<file path="src/hw/rtl/lrusd_pkg.sv">
// ----------------------------------------------------------------------------
// lrusd_pkg
// Shared types and constants for the LRU stack-distance engine.
// ----------------------------------------------------------------------------
package lrusd_pkg;

    localparam int STACK_DEPTH_DEF = 256;
    localparam int ADDR_WIDTH_DEF  = 32;

    localparam int LOAD_ADDR_W = 32;
    localparam int DEPTH_W     = 9;
    localparam int OUT_ADDR_W  = 32;
    localparam int STATUS_W    = 2;
    localparam int COUNT_W     = 9;

    localparam logic CMD_LOAD   = 1'b0;
    localparam logic CMD_ACCESS = 1'b1;

    typedef enum logic [STATUS_W-1:0] {
        ST_OK       = 2'd0,
        ST_LOADED   = 2'd1,
        ST_TOO_DEEP = 2'd2,
        ST_FULL     = 2'd3
    } status_t;

    typedef enum logic [2:0] {
        S_IDLE,
        S_DECIDE,
        S_FETCH,
        S_SHIFT,
        S_FRONT,
        S_DONE
    } seq_state_t;

    typedef struct packed {
        logic                   command;
        logic [LOAD_ADDR_W-1:0] load_address;
        logic [DEPTH_W-1:0]     stack_depth;
    } req_t;

    typedef struct packed {
        logic [OUT_ADDR_W-1:0] accessed_address;
        logic [DEPTH_W-1:0]    depth_used;
        status_t               status;
        logic [COUNT_W-1:0]    entry_count;
    } res_t;

endpackage

</file>
<file path="src/hw/rtl/lrusd_seq.sv">
// ----------------------------------------------------------------------------
// lrusd_seq
// Sequencer: decodes a word, then moves stack entries one a cycle through
// the store's single read and write port.
// ----------------------------------------------------------------------------
module lrusd_seq
    import lrusd_pkg::*;
#(
    parameter int STACK_DEPTH = STACK_DEPTH_DEF,
    parameter int ADDR_WIDTH  = ADDR_WIDTH_DEF,
    localparam int IDX_W = $clog2(STACK_DEPTH)
) (
    input  logic                  clk,
    input  logic                  rst_n,
    input  logic                  item_valid,
    output logic                  item_ready,
    input  req_t                  item,
    output logic                  res_valid,
    input  logic                  res_free,
    output res_t                  res,
    output logic                  ram_we,
    output logic [IDX_W-1:0]      ram_waddr,
    output logic [ADDR_WIDTH-1:0] ram_wdata,
    output logic                  ram_re,
    output logic [IDX_W-1:0]      ram_raddr,
    input  logic [ADDR_WIDTH-1:0] ram_rdata
);

    localparam int CNT_W = $clog2(STACK_DEPTH + 1);
    localparam int CMP_W = (CNT_W > DEPTH_W) ? CNT_W : DEPTH_W;

    seq_state_t              state_reg,  state_next;
    logic                    cmd_reg,    cmd_next;
    logic [ADDR_WIDTH-1:0]   addr_reg,   addr_next;
    logic [DEPTH_W-1:0]      depth_reg,  depth_next;
    logic [CNT_W-1:0]        count_reg,  count_next;
    logic [IDX_W-1:0]        wptr_reg,   wptr_next;
    logic [ADDR_WIDTH-1:0]   hit_reg,    hit_next;
    status_t                 status_reg, status_next;

    logic [ADDR_WIDTH+LOAD_ADDR_W-1:0] ld_ext;
    logic [OUT_ADDR_W+ADDR_WIDTH-1:0]  hit_ext;
    logic [COUNT_W+CNT_W-1:0]          cnt_ext;
    logic [CMP_W-1:0]                  cmp_depth;
    logic [CMP_W-1:0]                  cmp_count;
    logic [CMP_W-1:0]                  fetch_idx;
    logic [IDX_W-1:0]                  wptr_dec;

    assign ld_ext    = {{ADDR_WIDTH{1'b0}}, item.load_address};
    assign hit_ext   = {{OUT_ADDR_W{1'b0}}, hit_reg};
    assign cnt_ext   = {{COUNT_W{1'b0}}, count_reg};
    assign cmp_depth = CMP_W'(depth_reg);
    assign cmp_count = CMP_W'(count_reg);
    assign fetch_idx = cmp_depth - CMP_W'(1);
    assign wptr_dec  = wptr_reg - IDX_W'(1);

    always_ff @(posedge clk or negedge rst_n)
    begin
        if (!rst_n)
        begin
            state_reg <= S_IDLE;
            count_reg <= '0;
        end
        else
        begin
            state_reg <= state_next;
            count_reg <= count_next;
        end
    end

    always_ff @(posedge clk)
    begin
        cmd_reg    <= cmd_next;
        addr_reg   <= addr_next;
        depth_reg  <= depth_next;
        wptr_reg   <= wptr_next;
        hit_reg    <= hit_next;
        status_reg <= status_next;
    end

    always_comb
    begin
        state_next  = state_reg;
        cmd_next    = cmd_reg;
        addr_next   = addr_reg;
        depth_next  = depth_reg;
        count_next  = count_reg;
        wptr_next   = wptr_reg;
        hit_next    = hit_reg;
        status_next = status_reg;
        item_ready  = 1'b0;
        res_valid   = 1'b0;
        ram_we      = 1'b0;
        ram_waddr   = '0;
        ram_wdata   = addr_reg;
        ram_re      = 1'b0;
        ram_raddr   = '0;

        unique case (state_reg)
            S_IDLE:
            begin
                item_ready = 1'b1;
                if (item_valid)
                begin
                    cmd_next   = item.command;
                    addr_next  = ld_ext[ADDR_WIDTH-1:0];
                    depth_next = (item.stack_depth == '0) ? DEPTH_W'(1) : item.stack_depth;
                    state_next = S_DECIDE;
                end
            end

            S_DECIDE:
            begin
                if (cmd_reg == CMD_LOAD)
                begin
                    if (count_reg == CNT_W'(STACK_DEPTH))
                    begin
                        status_next = ST_FULL;
                    end
                    else
                    begin
                        ram_we      = 1'b1;
                        ram_waddr   = count_reg[IDX_W-1:0];
                        count_next  = count_reg + CNT_W'(1);
                        status_next = ST_LOADED;
                    end
                    state_next = S_DONE;
                end
                else if (cmp_depth > cmp_count)
                begin
                    status_next = ST_TOO_DEEP;
                    state_next  = S_DONE;
                end
                else
                begin
                    ram_re      = 1'b1;
                    ram_raddr   = fetch_idx[IDX_W-1:0];
                    wptr_next   = fetch_idx[IDX_W-1:0];
                    status_next = ST_OK;
                    state_next  = S_FETCH;
                end
            end

            S_FETCH:
            begin
                hit_next = ram_rdata;
                if (wptr_reg == '0)
                begin
                    state_next = S_FRONT;
                end
                else
                begin
                    ram_re     = 1'b1;
                    ram_raddr  = wptr_dec;
                    state_next = S_SHIFT;
                end
            end

            S_SHIFT:
            begin
                ram_we    = 1'b1;
                ram_waddr = wptr_reg;
                ram_wdata = ram_rdata;
                wptr_next = wptr_dec;
                if (wptr_dec == '0)
                begin
                    state_next = S_FRONT;
                end
                else
                begin
                    ram_re    = 1'b1;
                    ram_raddr = wptr_dec - IDX_W'(1);
                end
            end

            S_FRONT:
            begin
                ram_we     = 1'b1;
                ram_waddr  = '0;
                ram_wdata  = hit_reg;
                state_next = S_DONE;
            end

            S_DONE:
            begin
                if (res_free)
                begin
                    res_valid  = 1'b1;
                    state_next = S_IDLE;
                end
            end

            default:
            begin
                state_next = S_IDLE;
            end
        endcase
    end

    always_comb
    begin
        res.accessed_address = (status_reg == ST_OK) ? hit_ext[OUT_ADDR_W-1:0] : '0;
        res.depth_used       = (cmd_reg == CMD_ACCESS) ? depth_reg : '0;
        res.status           = status_reg;
        res.entry_count      = cnt_ext[COUNT_W-1:0];
    end

endmodule

</file>
<file path="config.mk">
export PLATFORM = sky130hd
export DESIGN_NAME = lrusd_seq
export DESIGN_NICKNAME = d
export VERILOG_FILES = /design/src/hw/rtl/lrusd_pkg.sv /design/src/hw/rtl/lrusd_seq.sv
export SDC_FILE = /design/constraint.sdc
export NUM_CORES = 1
export LEC_CHECK = 0
export BUFFER_PORTS_ARGS = -buffer_cell sky130_fd_sc_hd__buf_4
export CAP_MARGIN = 5
export CORE_UTILIZATION = 50
export DETAILED_ROUTE_END_ITERATION = 10
export PLACE_DENSITY_LB_ADDON = 0.3
export SYNTH_ARGS = -nofsm -noshare
export SYNTH_HDL_FRONTEND = slang
export SYNTH_SLANG_ARGS = --single-unit
</file>
<file path="constraint.sdc">
create_clock -name clk -period 8.9 [get_ports clk]
set_input_delay 0.445 -clock clk [delete_from_list [all_inputs] [get_ports clk]]
set_output_delay 0.445 -clock clk [all_outputs]
set_load 0.01 [all_outputs]
</file>
==> metrics, run 1 <==
leakage just under 3 nW; post-synthesis adder-cell area fraction under 10%; number of antenna violations at the first check in global routing 0; fin crit share approximately two fifths; max cap viols 0; Synth Area in Simple Gates about a fifth; Peak VDD IR 0.150 mV; Startpoint Class flop; Synth Area in Compound Gates between 10% and 20%; setup TNS 0 ns; maximum number of pins on one net before global-route repair 48; Slew HR between 20% and 30%; CTS Buffer Depth 2; Hold Path End addr_reg[15]; hold buffers post-CTS 1; setup bufs post-CTS 0; detailed-route DRC error count 0; Num CTS Buffers 9; syn_area_per_cell 11.0 µm²; arrival time at the worst endpoint 3.05 ns; DR vias/cell ~5.6; cells after synthesis 457; gr ovfl total 0; vias in the first global route 4,002; WL/cell around 18 µm; pins over their slew limit 0; Syn Nets roughly 550; Die W 102 µm; status finished, final reports clean; top achievable clock speed roughly 290 MHz; register area share after synthesis between 50% and 60%; CTS tree done; Initial Util between 50% and 60%; worst r2r dst wptr_reg[0]; IO Count 182; Synth cell types 55; final wirelength about 13,000 µm; Synth Warn # 0; Synth Cell Area between 5000 and 6000 µm²; diode count 0; power density over the cells just under 300 nW/µm²; post-synthesis mux area share less than 1%; flop-to-flop setup slack roughly 6 ns; routed vias ~4,200; Post-synth top flop edfxtp_1; Routed Antenna Nets 0; FF-to-FF path depth 7; Post-synth EDFFs 84; # setup viols final 0; synthesized flop and latch total 96; Hold Path Depth 1; Synth area leaders edfxtp_1, dfrtp_1, nand2_1; main combinational cell family by area after synthesis simple AND/OR/NAND/NOR gates; die height 102 µm; XOR/XNOR Fraction of Synth Area 4.09%; Area Overhead vs Synth 33.7%; most frequent cell after synthesis edfxtp_1; Worst Max-Slew Pin Slew between 1 and 1.5 ns; Critical Path Sink Type output pin; Post-synth ARST share 12.5%; Final #Nets just over 700; GP Congestion about 0.93; Hold Crit Class input port to flop; global-route wire length before repair approximately 20,000 µm; Synth top area share 50.0%; initial DRC count 206; Synth area leader edfxtp_1; Worst Min Path Start item[24]; Port Buf Inserts ~180; Fillers roughly 760; Layout Utilization slightly below 70%; clk_skew ~0.013 ns; Die ar. around 10,000 µm²; Clk Latency, worst-skew pair 0.37 ns; Crit Path Max Fanout 10; CP Class flop to output pin; CTS sink count 96; post-CTS sizing 0; H-tree levels 3; Worst-path clk slew about 0.10 ns; All-Layer GR Usage approximately 25%; Critical path origin cmp_count[1]; RSZ-0062 raised after global routing no; drt first pass iters 4; Pwr Total 1.95 mW; post-route insts no fill 760; core area approximately 9800 µm²; synth cell count leaders edfxtp_1, nand2_1, and2_1, a22oi_1, clkbuf_1; Critical R2R Launch cmp_count[1]; FP Rows 36; CP Data Required Time 8.46 ns; share of layout cells above drive strength 1 35.2%; clock root buffer clkbuf_8; detailed placer's ending HPWL around 9600 µm; post-layout min period between 3 and 4 ns; final hold violations 0; placed cell count 743
how the worst max path moves through the flow:
stage                               to  cells after the start  slack [ns]
after floorplan           ram_raddr[2]                      5        4.58
after global placement    ram_raddr[5]                      9        5.84
after detailed placement  ram_raddr[5]                      9        5.83
after CTS                 ram_raddr[5]                      9        5.42
after global routing      ram_raddr[5]                      9        5.17
final                     ram_raddr[5]                      9        5.41
per-layer routing:
layer / vias to the layer above / global-route usage [%] / share of wire, %
met3: 33 / 5.40 / 6.1
met2: 174 / 40.2 / 49
met1: 2041 / 33.2 / 42
li1: 1978 / - / -
met5: - / 0 / 0
met4: 0 / 12.3 / 2.8
metrics by stage:
step	hold slack, ns	worst slack, ns	instance area (µm²)
floorplan	0.149	4.58	5050
global placement	0.296	5.84	6490
detailed placement	0.296	5.83	6490
CTS	0.228	5.42	6750
global route	0.225	5.17	6750
finish	0.244	5.41	6750
worst max-delay path: stages (launching register included):
cell,delay [ns]
dfrtp_1,0.47
inv_1,0.14
ha_1,0.30
and4_1,0.20
nor3b_1,0.24
nor4_1,0.10
o21ai_1,0.62
nor2_1,0.12
a311o_1,0.34
buf_4,0.14
placed cells by master (no fill, tap or decap), drive strengths merged, types with 2 or more instances in the layout:
cell	netlist	routed
a21o	4	4
nor3	10	10
or2	3	3
clkbuf	27	11
inv	19	21
o221ai	8	8
nand2b	3	3
nor4b	4	4
a21oi	10	10
a22o	4	4
a22oi	33	33
nor2b	2	2
dfrtp	12	12
nor4	6	6
and4	3	3
nor3b	3	3
a211oi	2	2
or4	2	2
a311o	2	2
and2	41	41
o21ai	7	7
nand3	8	8
ha	16	16
edfxtp	84	84
bufinv	0	3
buf	5	185
mux2i	4	4
xor2	3	3
xnor2	18	18
nand2	76	76
nand4	5	5
nor2	22	22
report_power, final:
group	internal, mW	switching, mW
Combinational	0.396	0.496
Sequential	0.611	0.0937
Clock	0.198	0.157
Total	1.20	0.748
cell type report:
cell class                 instances  area, µm²  share of cell area [%]
sequential                        96       2820                    41.8
inverter                          19       71.3                    1.06
timing repair buffer             186       1400                    20.7
tap                              133        166                    2.47
clock buffer                      11        141                    2.10
clock inverter                     5        110                    1.63
multi-input combinational        310       2040                    30.2
cells by family (layout without fill, tap and decap cells):
kind of cell | count (synthesis) | in the layout
adder cells (fa/ha/maj) | 16 | 16
flip-flops | 96 | 96
AO/OA/AOI/OAI | 77 | 77
AND/OR/NAND/NOR | 192 | 192
XOR/XNOR | 21 | 21
multiplexers | 4 | 4
buffers and inverters | 51 | 221
Power figures use the tool's default switching activity.
==> run 2: changes to the inputs <==
--- a/config.mk
+++ b/config.mk
@@ -7,7 +7,7 @@
 export LEC_CHECK = 0
 export BUFFER_PORTS_ARGS = -buffer_cell sky130_fd_sc_hd__buf_4
 export CAP_MARGIN = 5
-export CORE_UTILIZATION = 50
+export CORE_UTILIZATION = 45
 export DETAILED_ROUTE_END_ITERATION = 10
 export PLACE_DENSITY_LB_ADDON = 0.3
 export SYNTH_ARGS = -nofsm -noshare
==> constraint.sdc (replaced) <==
create_clock -name clk -period 3.09 [get_ports clk]
set_input_delay 0.1545 -clock clk [delete_from_list [all_inputs] [get_ports clk]]
set_output_delay 0.1545 -clock clk [all_outputs]
set_load 0.01 [all_outputs]
==> run 2 against run 1 <==
Effect of this change: non-clock buffer count rose by 84; setup slack got worse by 5.3 ns; final cell count rose by 12%; global-route usage rose by 0.75 points; clock skew fell by 0.0037 ns; clock power rose by 110%; register-to-register slack got worse by 5.6 ns; power rose to 2.8 times the previous value; critical path type unchanged; highest routed layer unchanged.
==> metrics, run 2 (synthesized netlist as in run 1, its figures left out) <==
top achievable clock speed 339 MHz; pins over their slew limit 0; Hold Crit Class input port to flop; commonest non-fill, non-tap cell in the layout buf_4; gr ovfl total 0; number of antenna violations at the first check in global routing 0; Layout Utilization about 70%; flop-to-flop setup slack between 0.5 and 0.6 ns; Port Buf Inserts approximately 180; post-layout min period 2.95 ns; Worst Max-Slew Pin Slew about 0.53 ns; Crit Path Max Fanout 7; Routed Antenna Nets 0; critical path, cell by cell or4_4 > nor2_2 > xnor2_1 > nand3_2 > buf_4 > a31oi_1 > o221ai_1 > buf_4; CP Buf/Inv Count 2; CTS Buffer Depth 2; Clk Latency, worst-skew pair around 0.37 ns; final hold violations 0; H-tree levels 3; IO Count roughly 180; Final #Nets 800; CTS tree done; dpl ws 0.389 ns; power density over the cells around 730 nW/µm²; share of layout cells above drive strength 1 roughly 33%; FP Rows 38; routed vias 4,596; clk_skew between 0.009 and 0.01 ns; detailed-route DRC error count 0; worst r2r dst state_reg[0]; FF-to-FF path depth 7; arrival time at the worst endpoint around 2.8 ns; leakage ~3.2 nW; die height between 100 and 150 µm; WL/cell 18.0 µm; Num CTS Buffers 9; setup ws final between 0.1 and 0.15 ns; DR vias/cell ~5.4; max cap viols 0; CP Data Required Time a little under 3 ns; clock root buffer clkbuf_8; Startpoint Class flop; slowest stage cell, crit path or4_4; Critical Path Sink Type output pin; commonest cells after routing, fill and taps aside buf_4, edfxtp_1, nand2_1; fin crit share between 90% and 100%; Worst Min Path Start item[0]; drt first pass iters 5; setup TNS 0 ns; GP Congestion roughly 0.87; final wirelength 15,300 µm; CP delay by family, top simple AND/OR/NAND/NOR gates; # setup viols final 0; initial DRC count roughly 320; WP depth 8; CP Class flop to output pin; Peak VDD IR between 0.3 and 0.4 mV; Critical path origin wptr_reg[3]; core area ~11,000 µm²; Die W approximately 110 µm; global-route wire length before repair 22,700 µm; Slew HR around 64%; CTS sink count between 90 and 100; Die ar. between 10,000 and 15,000 µm²; critical path's largest stage delay 0.61 ns; status finished, final reports clean; crit path capture ram_raddr[1]; Critical R2R Launch wptr_reg[3]; placed cell count between 700 and 800; CP dominant cell by count buf_4; Worst-path clk slew roughly 0.090 ns; All-Layer GR Usage about a quarter; maximum number of pins on one net before global-route repair 34; Area Overhead vs Synth 48.9%; Initial Util between 40% and 50%; detailed placer's ending HPWL about 10,000 µm; diode count 0; Fillers slightly below 800; vias in the first global route 4,533; post-route insts no fill 850; Hold WS between 0.03 and 0.04 ns
run 2: metrics by stage:
step                      instance area, µm²  power, mW
final                                   7510       5.52
after CTS                               7490       5.49
after global routing                    7510       5.83
after floorplan                         5050       3.44
after global placement                  6560       4.62
after detailed placement                6560       4.67
run 2: what timing repair did:
| item | CTS | global route |
|---|---|---|
| cloned | 0 | 0 |
| pin swaps | 0 | 1 |
| hold buffers | 75 | 0 |
| setup buffers | 1 | 1 |
| setup endpoints to repair | 1 | 4 |
| resized for setup | 1 | 5 |
| endpoints found under the hold margin | 86 | 0 |
run 2: where the power goes:
group          total (mW)  switching [mW]  internal [mW]  leakage, nW
logic                2.79            1.52           1.26         2.22
clock network       0.731           0.442          0.289       0.0785
registers            2.00           0.248           1.76        0.929
run 2: layer usage:
| layer | up-vias | GRT usage, % | routed length, µm |
|---|---|---|---|
| met5 | - | 0 | 0 |
| met4 | 0 | 13.3 | 518 |
| met3 | 42 | 4.84 | 1020 |
| met2 | 221 | 44.4 | 7790 |
| met1 | 2183 | 31.6 | 5980 |
| li1 | 2150 | - | - |
run 2: cell type report:
class / instances / area [µm²] / share of cell area, %
timing repair buffer: 270 / 2210 / 29.5
tap: 140 / 175 / 2.33
sequential: 96 / 2820 / 37.6
inverter: 19 / 71.3 / 0.949
clock buffer: 10 / 128 / 1.70
multi-input combinational: 310 / 2070 / 27.5
clock inverter: 5 / 33.8 / 0.450
run 2: worst min-delay path by stage:
stage / end / slack (ns) / depth (start not counted)
floorplan: cmp_count[0] / -0.14 / 0
global placement: cmp_count[5] / 0.007 / 1
detailed placement: cmp_count[5] / 0.01 / 1
CTS: cmp_depth[0] / 0.01 / 2
global route: cmp_depth[0] / 0.02 / 2
finish: cmp_depth[0] / 0.04 / 2
run 2: worst reg2reg max path, stage by stage (launching register included):
cell and delay [ns]:
edfxtp_1 0.55, or4_4 0.61, nor2_2 0.13, xnor2_1 0.27, nand3_2 0.14, buf_4 0.18
a311o_1 0.37, o221ai_1 0.16
